===== src/assert_macros.svh =====
// assertion macros included by the top-level rtl file
`ifndef ASSERT_MACROS_SVH
`define ASSERT_MACROS_SVH

`ifndef ASSERT_OFF
`define ASSERT_IMP(lbl, ante, cons) \
  lbl: assert property (@(posedge clk) disable iff (!rst_n) (ante) |-> (cons)) \
    else $error("assertion failed");
`define ASSERT_NXT(lbl, ante, cons) \
  lbl: assert property (@(posedge clk) disable iff (!rst_n) (ante) |=> (cons)) \
    else $error("assertion failed");
`else
`define ASSERT_IMP(lbl, ante, cons)
`define ASSERT_NXT(lbl, ante, cons)
`endif

`endif


===== src/clbp_pkg.sv =====
// types and constants of the core load balance picker
package clbp_pkg;

  localparam logic [1:0] OP_LOAD = 2'd0;
  localparam logic [1:0] OP_TEMP = 2'd1;
  localparam logic [1:0] OP_BAL  = 2'd2;

  localparam logic [1:0] REG_CORE_CNT    = 2'd0;
  localparam logic [1:0] REG_HOT_LIMIT   = 2'd1;
  localparam logic [1:0] REG_MIGRATE_PCT = 2'd2;

  localparam logic [5:0] CORE_CNT_RST    = 6'd32;
  localparam logic [7:0] HOT_LIMIT_RST   = 8'd85;
  localparam logic [6:0] MIGRATE_PCT_RST = 7'd20;

  localparam int          CNT_CMP_W = 7;
  localparam logic [30:0] PCT_SCALE = 31'd100;
  localparam logic [2:0]  DIV_TOP   = 3'd6;
  localparam logic [7:0]  TEMP_MAX  = 8'hFF;

  typedef struct packed {
    logic [1:0]  op;
    logic [5:0]  core_id;
    logic [23:0] value;
  } in_item_t;

  typedef struct packed {
    logic        migrate;
    logic        pair_found;
    logic [4:0]  busy_idx;
    logic [4:0]  idle_idx;
    logic [23:0] load_hi;
    logic [23:0] load_lo;
    logic [6:0]  imbalance_pct;
    logic [31:0] hot_mask;
  } out_item_t;

  typedef enum logic [2:0] {
    S_IDLE,
    S_SCAN,
    S_DRAIN,
    S_MUL,
    S_DIV,
    S_DONE
  } state_t;

  typedef struct packed {
    logic accept;
    logic scan_step;
    logic mul;
    logic div_step;
    logic load_out;
  } cmd_t;

  typedef struct packed {
    logic count_ok;
    logic scan_last;
    logic div_last;
  } sts_t;

endpackage


===== src/clbp_ctrl.sv =====
// controller fsm: sequences update, scan, multiply, divide and result handoff
module clbp_ctrl (
  input  logic              clk,
  input  logic              rst_n,
  input  logic              in_valid,
  input  logic [1:0]        in_op,
  output logic              in_ready,
  input  logic              out_ready,
  output logic              out_valid,
  input  clbp_pkg::sts_t    sts,
  output clbp_pkg::cmd_t    cmd
);

  clbp_pkg::state_t state_r, state_nxt;
  logic             out_valid_r, out_valid_nxt;
  logic             out_free;

  assign out_free  = !out_valid_r || out_ready;
  assign in_ready  = (state_r == clbp_pkg::S_IDLE);
  assign out_valid = out_valid_r;

  always_ff @(posedge clk) begin
    if (!rst_n) begin
      state_r     <= clbp_pkg::S_IDLE;
      out_valid_r <= 1'b0;
    end else begin
      state_r     <= state_nxt;
      out_valid_r <= out_valid_nxt;
    end
  end

  always_comb begin
    state_nxt = state_r;
    cmd       = '0;
    unique case (state_r)
      clbp_pkg::S_IDLE: begin
        if (in_valid) begin
          cmd.accept = 1'b1;
          if (in_op == clbp_pkg::OP_BAL && sts.count_ok) begin
            state_nxt = clbp_pkg::S_SCAN;
          end else begin
            state_nxt = clbp_pkg::S_DONE;
          end
        end
      end
      clbp_pkg::S_SCAN: begin
        cmd.scan_step = 1'b1;
        if (sts.scan_last) begin
          state_nxt = clbp_pkg::S_DRAIN;
        end
      end
      // last read is still in the compare stage
      clbp_pkg::S_DRAIN: begin
        state_nxt = clbp_pkg::S_MUL;
      end
      clbp_pkg::S_MUL: begin
        cmd.mul   = 1'b1;
        state_nxt = clbp_pkg::S_DIV;
      end
      clbp_pkg::S_DIV: begin
        cmd.div_step = 1'b1;
        if (sts.div_last) begin
          state_nxt = clbp_pkg::S_DONE;
        end
      end
      clbp_pkg::S_DONE: begin
        if (out_free) begin
          cmd.load_out = 1'b1;
          state_nxt    = clbp_pkg::S_IDLE;
        end
      end
      default: begin
        state_nxt = clbp_pkg::S_IDLE;
      end
    endcase
  end

  always_comb begin
    out_valid_nxt = out_valid_r;
    if (cmd.load_out) begin
      out_valid_nxt = 1'b1;
    end else if (out_ready) begin
      out_valid_nxt = 1'b0;
    end
  end

endmodule


===== src/clbp_dpath.sv =====
// datapath: core tables, config registers, scan compare, percent divider, result register
module clbp_dpath #(
  parameter int CORES = 32
) (
  input  logic                clk,
  input  logic                rst_n,
  input  logic                cfg_valid,
  input  logic [1:0]          cfg_index,
  input  logic [7:0]          cfg_data,
  input  clbp_pkg::in_item_t  in_data,
  input  clbp_pkg::cmd_t      cmd,
  output clbp_pkg::sts_t      sts,
  output clbp_pkg::out_item_t out_data
);

  localparam int IDX_W = $clog2(CORES);
  localparam int CNT_W = $clog2(CORES + 1);

  // configuration
  logic [5:0] core_cnt_r;
  logic [7:0] hot_limit_r;
  logic [6:0] migrate_pct_r;

  always_ff @(posedge clk) begin
    if (!rst_n) begin
      core_cnt_r    <= clbp_pkg::CORE_CNT_RST;
      hot_limit_r   <= clbp_pkg::HOT_LIMIT_RST;
      migrate_pct_r <= clbp_pkg::MIGRATE_PCT_RST;
    end else if (cfg_valid) begin
      unique case (cfg_index)
        clbp_pkg::REG_CORE_CNT:    core_cnt_r    <= cfg_data[5:0];
        clbp_pkg::REG_HOT_LIMIT:   hot_limit_r   <= cfg_data;
        clbp_pkg::REG_MIGRATE_PCT: migrate_pct_r <= cfg_data[6:0];
        default: ;
      endcase
    end
  end

  // scan length, clamped to the table
  logic [CNT_W-1:0] count;
  always_comb begin
    if (clbp_pkg::CNT_CMP_W'(core_cnt_r) > clbp_pkg::CNT_CMP_W'(CORES)) begin
      count = CNT_W'(CORES);
    end else begin
      count = CNT_W'(core_cnt_r);
    end
  end

  // tables: memories plus per-entry written bits
  logic [23:0]      load_mem [CORES];
  logic [7:0]       temp_mem [CORES];
  logic [CORES-1:0] load_v_r;
  logic [CORES-1:0] temp_v_r;
  logic             id_ok;
  logic [IDX_W-1:0] wr_addr;
  logic             wr_load;
  logic             wr_temp;
  logic [7:0]       temp_sat;

  assign id_ok    = clbp_pkg::CNT_CMP_W'(in_data.core_id) < clbp_pkg::CNT_CMP_W'(CORES);
  assign wr_addr  = in_data.core_id[IDX_W-1:0];
  assign wr_load  = cmd.accept && id_ok && (in_data.op == clbp_pkg::OP_LOAD);
  assign wr_temp  = cmd.accept && id_ok && (in_data.op == clbp_pkg::OP_TEMP);
  assign temp_sat = (in_data.value > 24'(clbp_pkg::TEMP_MAX)) ? clbp_pkg::TEMP_MAX
                                                             : in_data.value[7:0];

  always_ff @(posedge clk) begin
    if (wr_load) begin
      load_mem[wr_addr] <= in_data.value;
    end
    if (wr_temp) begin
      temp_mem[wr_addr] <= temp_sat;
    end
  end

  always_ff @(posedge clk) begin
    if (!rst_n) begin
      load_v_r <= '0;
      temp_v_r <= '0;
    end else begin
      if (wr_load) begin
        load_v_r[wr_addr] <= 1'b1;
      end
      if (wr_temp) begin
        temp_v_r[wr_addr] <= 1'b1;
      end
    end
  end

  // scan address and read stage
  logic [IDX_W-1:0] scan_idx_r;
  logic [23:0]      load_q_r;
  logic [7:0]       temp_q_r;
  logic             pipe_v_r;
  logic [IDX_W-1:0] pipe_idx_r;
  logic             pipe_lv_r;
  logic             pipe_tv_r;

  always_ff @(posedge clk) begin
    if (!rst_n) begin
      pipe_v_r <= 1'b0;
    end else begin
      pipe_v_r <= cmd.scan_step;
    end
  end

  always_ff @(posedge clk) begin
    if (cmd.accept) begin
      scan_idx_r <= '0;
    end else if (cmd.scan_step) begin
      scan_idx_r <= scan_idx_r + IDX_W'(1);
    end
    if (cmd.scan_step) begin
      load_q_r   <= load_mem[scan_idx_r];
      temp_q_r   <= temp_mem[scan_idx_r];
      pipe_idx_r <= scan_idx_r;
      pipe_lv_r  <= load_v_r[scan_idx_r];
      pipe_tv_r  <= temp_v_r[scan_idx_r];
    end
  end

  // compare stage
  logic [23:0]      ld;
  logic [7:0]       tp;
  logic             act;
  logic [23:0]      max_r, min_r;
  logic [IDX_W-1:0] busy_r, idle_r;
  logic [31:0]      hot_r;
  logic             any_r;

  assign ld  = pipe_lv_r ? load_q_r : '0;
  assign tp  = pipe_tv_r ? temp_q_r : '0;
  assign act = pipe_lv_r || pipe_tv_r;

  always_ff @(posedge clk) begin
    if (cmd.accept) begin
      max_r  <= '0;
      min_r  <= '0;
      busy_r <= '0;
      idle_r <= '0;
      hot_r  <= '0;
      any_r  <= 1'b0;
    end else if (pipe_v_r && act) begin
      if (tp >= hot_limit_r) begin
        // cores past bit 31 shift out of the mask
        hot_r <= hot_r | (32'd1 << pipe_idx_r);
      end else begin
        if (ld > max_r) begin
          max_r  <= ld;
          busy_r <= pipe_idx_r;
        end
        if (!any_r || ld < min_r) begin
          min_r  <= ld;
          idle_r <= pipe_idx_r;
        end
        any_r <= 1'b1;
      end
    end
  end

  // percent: (max - min) * 100 / max, one quotient bit a cycle
  logic [30:0] num_r;
  logic [30:0] dsh;
  logic [2:0]  div_k_r;
  logic [6:0]  pct_r;
  logic        pair_r;
  logic        qbit;

  assign dsh  = 31'(max_r) << div_k_r;
  assign qbit = (num_r >= dsh);

  always_ff @(posedge clk) begin
    if (cmd.accept) begin
      pct_r  <= '0;
      pair_r <= 1'b0;
    end else if (cmd.mul) begin
      num_r   <= 31'(max_r - min_r) * clbp_pkg::PCT_SCALE;
      pair_r  <= any_r && (max_r != '0);
      div_k_r <= clbp_pkg::DIV_TOP;
      pct_r   <= '0;
    end else if (cmd.div_step) begin
      if (qbit) begin
        num_r <= num_r - dsh;
      end
      pct_r   <= {pct_r[5:0], qbit};
      div_k_r <= div_k_r - 3'd1;
    end
  end

  assign sts.count_ok  = (count >= CNT_W'(2));
  assign sts.scan_last = (CNT_W'(scan_idx_r) == CNT_W'(count - CNT_W'(1)));
  assign sts.div_last  = (div_k_r == 3'd0);

  // result register
  clbp_pkg::out_item_t out_r;

  always_ff @(posedge clk) begin
    if (cmd.load_out) begin
      out_r.migrate       <= pair_r && (pct_r >= migrate_pct_r);
      out_r.pair_found    <= pair_r;
      out_r.busy_idx      <= 5'(busy_r);
      out_r.idle_idx      <= 5'(idle_r);
      out_r.load_hi       <= max_r;
      out_r.load_lo       <= min_r;
      out_r.imbalance_pct <= pair_r ? pct_r : '0;
      out_r.hot_mask      <= hot_r;
    end
  end

  assign out_data = out_r;

endmodule


===== src/core_load_balance_picker_top.sv =====
// core load balance picker top: one request in flight, result held until it is taken
// update, unused op or balance with a core count below 2: no scan, the result loads from the done state
// balance: after accept the fsm scans count cores (count = core count clamped to CORES):
// one registered table read per core, a drain state, a multiply and a 7-step divide
// next request accepted in the cycle after the result loads
// sync reset marks all cores inactive, so they read as zero load and temperature; registers 32, 85, 20
`include "assert_macros.svh"

module core_load_balance_picker_top #(
  parameter int CORES = 32
) (
  input  logic                clk,
  input  logic                rst_n,
  input  logic                in_valid,
  output logic                in_ready,
  input  clbp_pkg::in_item_t  in_data,
  output logic                out_valid,
  input  logic                out_ready,
  output clbp_pkg::out_item_t out_data,
  input  logic                cfg_valid,
  output logic                cfg_ready,
  input  logic [1:0]          cfg_index,
  input  logic [7:0]          cfg_data
);

  clbp_pkg::cmd_t cmd;
  clbp_pkg::sts_t sts;

  assign cfg_ready = 1'b1;

  clbp_ctrl u_ctrl (
    .clk       (clk),
    .rst_n     (rst_n),
    .in_valid  (in_valid),
    .in_op     (in_data.op),
    .in_ready  (in_ready),
    .out_ready (out_ready),
    .out_valid (out_valid),
    .sts       (sts),
    .cmd       (cmd)
  );

  clbp_dpath #(
    .CORES (CORES)
  ) u_dpath (
    .clk       (clk),
    .rst_n     (rst_n),
    .cfg_valid (cfg_valid),
    .cfg_index (cfg_index),
    .cfg_data  (cfg_data),
    .in_data   (in_data),
    .cmd       (cmd),
    .sts       (sts),
    .out_data  (out_data)
  );

  `ASSERT_NXT(a_busy_after_accept, in_valid && in_ready, !in_ready)
  `ASSERT_IMP(a_no_result_overwrite, cmd.load_out, !out_valid || out_ready)
  `ASSERT_IMP(a_pct_range, out_valid, out_data.imbalance_pct <= 7'd100)
  `ASSERT_IMP(a_migrate_needs_pair, out_valid && out_data.migrate, out_data.pair_found)

endmodule

===== config.mk =====
export PLATFORM = sky130hd
export DESIGN_NAME = core_load_balance_picker_top
export DESIGN_NICKNAME = d
export VERILOG_FILES = /design/src/clbp_pkg.sv /design/src/clbp_ctrl.sv /design/src/clbp_dpath.sv /design/src/core_load_balance_picker_top.sv
export VERILOG_INCLUDE_DIRS = /design/src /design/src/src
export SDC_FILE = /design/constraint.sdc
export NUM_CORES = 2
export LEC_CHECK = 0
export ABC_AREA = 1
export BUFFER_PORTS_ARGS = -buffer_cell sky130_fd_sc_hd__buf_4
export CAP_MARGIN = 20
export CELL_PAD_IN_SITES_DETAIL_PLACEMENT = 1
export CELL_PAD_IN_SITES_GLOBAL_PLACEMENT = 1
export CORE_UTILIZATION = 40
export CTS_CLUSTER_DIAMETER = 80
export DETAILED_ROUTE_END_ITERATION = 6
export HOLD_SLACK_MARGIN = 0.15
export MAX_ROUTING_LAYER = met4
export PLACE_DENSITY_LB_ADDON = 0.2
export SYNTH_ARGS = -nofsm -noshare
export SYNTH_HDL_FRONTEND = slang
export SYNTH_SLANG_ARGS = --single-unit

===== constraint.sdc =====
create_clock -name clk -period 17.36 [get_ports clk]
set_clock_uncertainty 0.1 [all_clocks]
set_input_delay 3.472 -clock clk [delete_from_list [all_inputs] [get_ports clk]]
set_output_delay 3.472 -clock clk [all_outputs]
set_load 0.005 [all_outputs]

==> reports/results.ini <==
[sta]
slew_viol_final = 0
hold_viol_final = 0
min_period_ns = 5.867
slew_headroom_pct = 25.26
post-route-period-util_pct = 33.79
fmax_ghz = 0.1705
tightest_slew_ns = 1.121
rsz0062_at_grt = false
fin_setup_tns_ns = 0
setup_viol = 0

[global_routing]
grt.total_usage_pct = 25.35
grt_start_max_net_pins = 186
grt_pass1_wl_mm = 291.5
grt-ovfl-total = 0
antenna_found_initial = 4
grt_pass1_vias = 45632

[drt]
drt_wl_total_mm = 196.0
antenna_left = 0
wl_per_cell_um = 24.34
drt_iter0_drc = 3160
drc = 20
viasPerCell = 5.575
vias = 44893
drt_pass1_iterations = 7

[critical_path]
startpoint_type = flop
slowest_stage = nor4_1
worstSetupEndpointType = flop
crit_arrival_ns = 6.33
critPathMaxStageDelay_ns = 0.61
criticalPathCategory = flop to flop
crit_required_ns = 17.82
path_common_cell = nand2_1
crit_fanout = 7

[synthesis]
yosysUniqueCellTypes = 51
syn_area_mm2 = 0.06230
async_flop_share_pct = 0
synth_fp_nets = 6110
ys_ff_latch = 1390
synth_top_flop_cell = edfxtp_1
syn_inst = 5843
synth_enable_flop_cells = 1196
ys_seq_area_share_pct = 63.88
synth_area_per_cell_um2 = 10.66
yosys_warnings = 0

[layout]
fillers = 16675
area_growth_syn_to_layout_pct = 12.88
seq_area_mm2 = 0.03981
nets = 6147
layout-drive-gt1-share_pct = 7.979
multi_input_area_mm2 = 0.01969

[clock_network]
cts_tree = yes
htreeDepth = 4
path_clk_slew_ns = 0.06
clock_latency_ns = 0.81
post-cts-setup-buffers = 0
ctsHoldBuffers = 0
clockBufferDepth = 3
ctsResizeCount = 0
cts_buffers = 152
cts_sinks = 1390
cts_root_buf = clkbuf_16

[flow_run]
max_cap_viol_count = 0

[floorplanning]
core_mm2 = 0.1544
die_x_um = 396.7
initial_core_util_pct = 40.35
rows = 144
die_h_um = 396.7
die_area_mm2 = 0.1573
io_pins = 149

[hold_path]
holdCritPathClass = flop to flop

[run_status]
violations = design-rule violations
status = complete, but fails checks

[placement]
portBuffers = 147
gp_congestion = 0.8890
hpwl_mm = 126.3

[cells by family (layout without fill, tap and decap cells)]
family | after synthesis | count (layout) | share of synthesized area, %
adders and majority gates | 220 | 220 | 4.732
AOI/OAI and AO/OA | 1319 | 1319 | 12.03
and+or+nand+nor | 2117 | 2117 | 13.96
muxes | 2 | 2 | 0.03213
xor gates and xnor gates | 30 | 30 | 0.4217
buffers and inverters | 764 | 924 | 4.942
other | 1 | 6 | 0.006019
DFF | 1390 | 1390 | 63.88
[layout make-up]
cell class / instances / area share, %
Antenna cell: 5 / 0.01779
Clock buffer: 205 / 5.953
Clock inverter: 72 / 1.039
Inverter: 453 / 2.443
Multi-Input combinational cell: 3689 / 28.00
Sequential cell: 1390 / 56.61
Tap cell: 2044 / 3.637
Timing Repair Buffer: 194 / 2.306
[synthesized netlist by cell type (2+ instances only)]
cell / count / share of area, %
o21ai_0: 688 / 5.5
buf_1: 11 / 0.066
nor2_1: 963 / 5.8
o221ai_1: 105 / 1.5
o21ai_1: 41 / 0.33
a21oi_1: 203 / 1.6
nand3b_1: 11 / 0.13
a21o_1: 18 / 0.22
nand2b_1: 3 / 0.030
ha_1: 194 / 3.9
xnor2_1: 11 / 0.15
nand2_1: 735 / 4.4
o31ai_1: 2 / 0.024
nand2_2: 5 / 0.050
mux2i_1: 2 / 0.032
clkbuf_1: 198 / 1.2
nor2_2: 16 / 0.16
or2_2: 5 / 0.050
o21a_1: 37 / 0.45
nor4_1: 18 / 0.18
inv_1: 441 / 2.7
buf_6: 3 / 0.054
and3_1: 3 / 0.030
o21bai_1: 7 / 0.084
xor2_1: 19 / 0.27
clkinv_1: 6 / 0.036
dfxtp_1: 194 / 6.2
nand3_1: 221 / 1.8
inv_2: 6 / 0.036
edfxtp_1: 1196 / 58
o22ai_1: 167 / 1.7
o211ai_1: 41 / 0.49
a21boi_0: 4 / 0.048
buf_2: 73 / 0.59
nor3_1: 56 / 0.45
buf_4: 26 / 0.31
fa_1: 26 / 0.84
nand4_1: 73 / 0.73
a31oi_1: 2 / 0.020
nor3_2: 2 / 0.032
[worst paths after layout]
path | from | end | slack (ns) | cells past startpoint
setup / recovery | u_dpath.max_r[0] | u_dpath.num_r[25] | 11.49 | 28
hold reg to reg | u_dpath.hot_r[6] | u_dpath.out_data[6] | 0.33 | 0
setup reg to reg | u_dpath.max_r[0] | u_dpath.num_r[25] | 11.49 | 28
hold / removal | u_dpath.hot_r[6] | u_dpath.out_data[6] | 0.33 | 0
[metal layers]
layer  track usage (%)  share of wire (%)
met1             32.90                 44
met2             41.69                 49
met3             3.293                4.5
met4             7.067                2.6
met5                 -                  0
[placed cells by master (no fill, tap or decap), types with 11 or more instances in the layout]
cell type,n
edfxtp_1,1196
nor2_1,940
nand2_1,734
o21ai_0,688
inv_1,437
nand3_1,221
a21oi_1,203
ha_1,194
dfxtp_1,190
buf_4,184
o22ai_1,167
clkbuf_16,155
o221ai_1,105
nand4_1,73
nor3_1,55
o211ai_1,41
o21ai_1,41
clkbuf_1,38
o21a_1,37
nor2_4,35
clkinv_1,33
fa_1,26
xor2_1,19
a21o_1,18
nor4_1,17
clkinv_2,14
clkbuf_8,12
xnor2_1,11
nand3b_1,11
[worst max-delay path, delay by kind of cell (launching register included)]
family	cells	cell delay (ns)
AO/OA/AOI/OAI	1	0.24
XOR/XNOR	1	0.34
adder cells (fa/ha/maj)	6	2.14
buffers and inverters	4	0.30
flip-flops	1	0.48
AND/OR/NAND/NOR	16	2.04
[metrics by stage]
step / setup WS, ns / std cells / hold WS (ns) / utilization [%] / cell area (um^2)
floorplan: 3.616 / 5843 / 0.3064 / - / 62300
global placement: 11.22 / 7763 / 0.3135 / 42.24 / 65220
detailed placement: 11.09 / 7764 / 0.3169 / 42.25 / 65230
CTS: 11.51 / 8041 / 0.3320 / 45.43 / 70150
global route: 11.20 / 8049 / 0.3413 / 45.54 / 70320
finish: 11.49 / 8052 / 0.3302 / 45.54 / 70320
[state kept, by name (all words and copies together) (netlist names), 6 cells and up]
name                   count
u_dpath.pct_r              7
u_dpath.load_mem         768
u_dpath.migrate_pct_r      7
u_dpath.max_r             24
u_dpath.num_r             31
u_dpath.temp_mem         256
u_dpath.temp_v_r          32
u_dpath.core_cnt_r         6
u_dpath.hot_limit_r        8
u_dpath.temp_q_r           8
u_dpath.load_v_r          32
u_dpath.min_r             24
u_dpath.load_q_r          24
u_dpath.out_data          99
u_dpath.hot_r             32
Power is not shown: default switching activity piles up to over one toggle a cycle in this logic, so the estimate is an artifact.
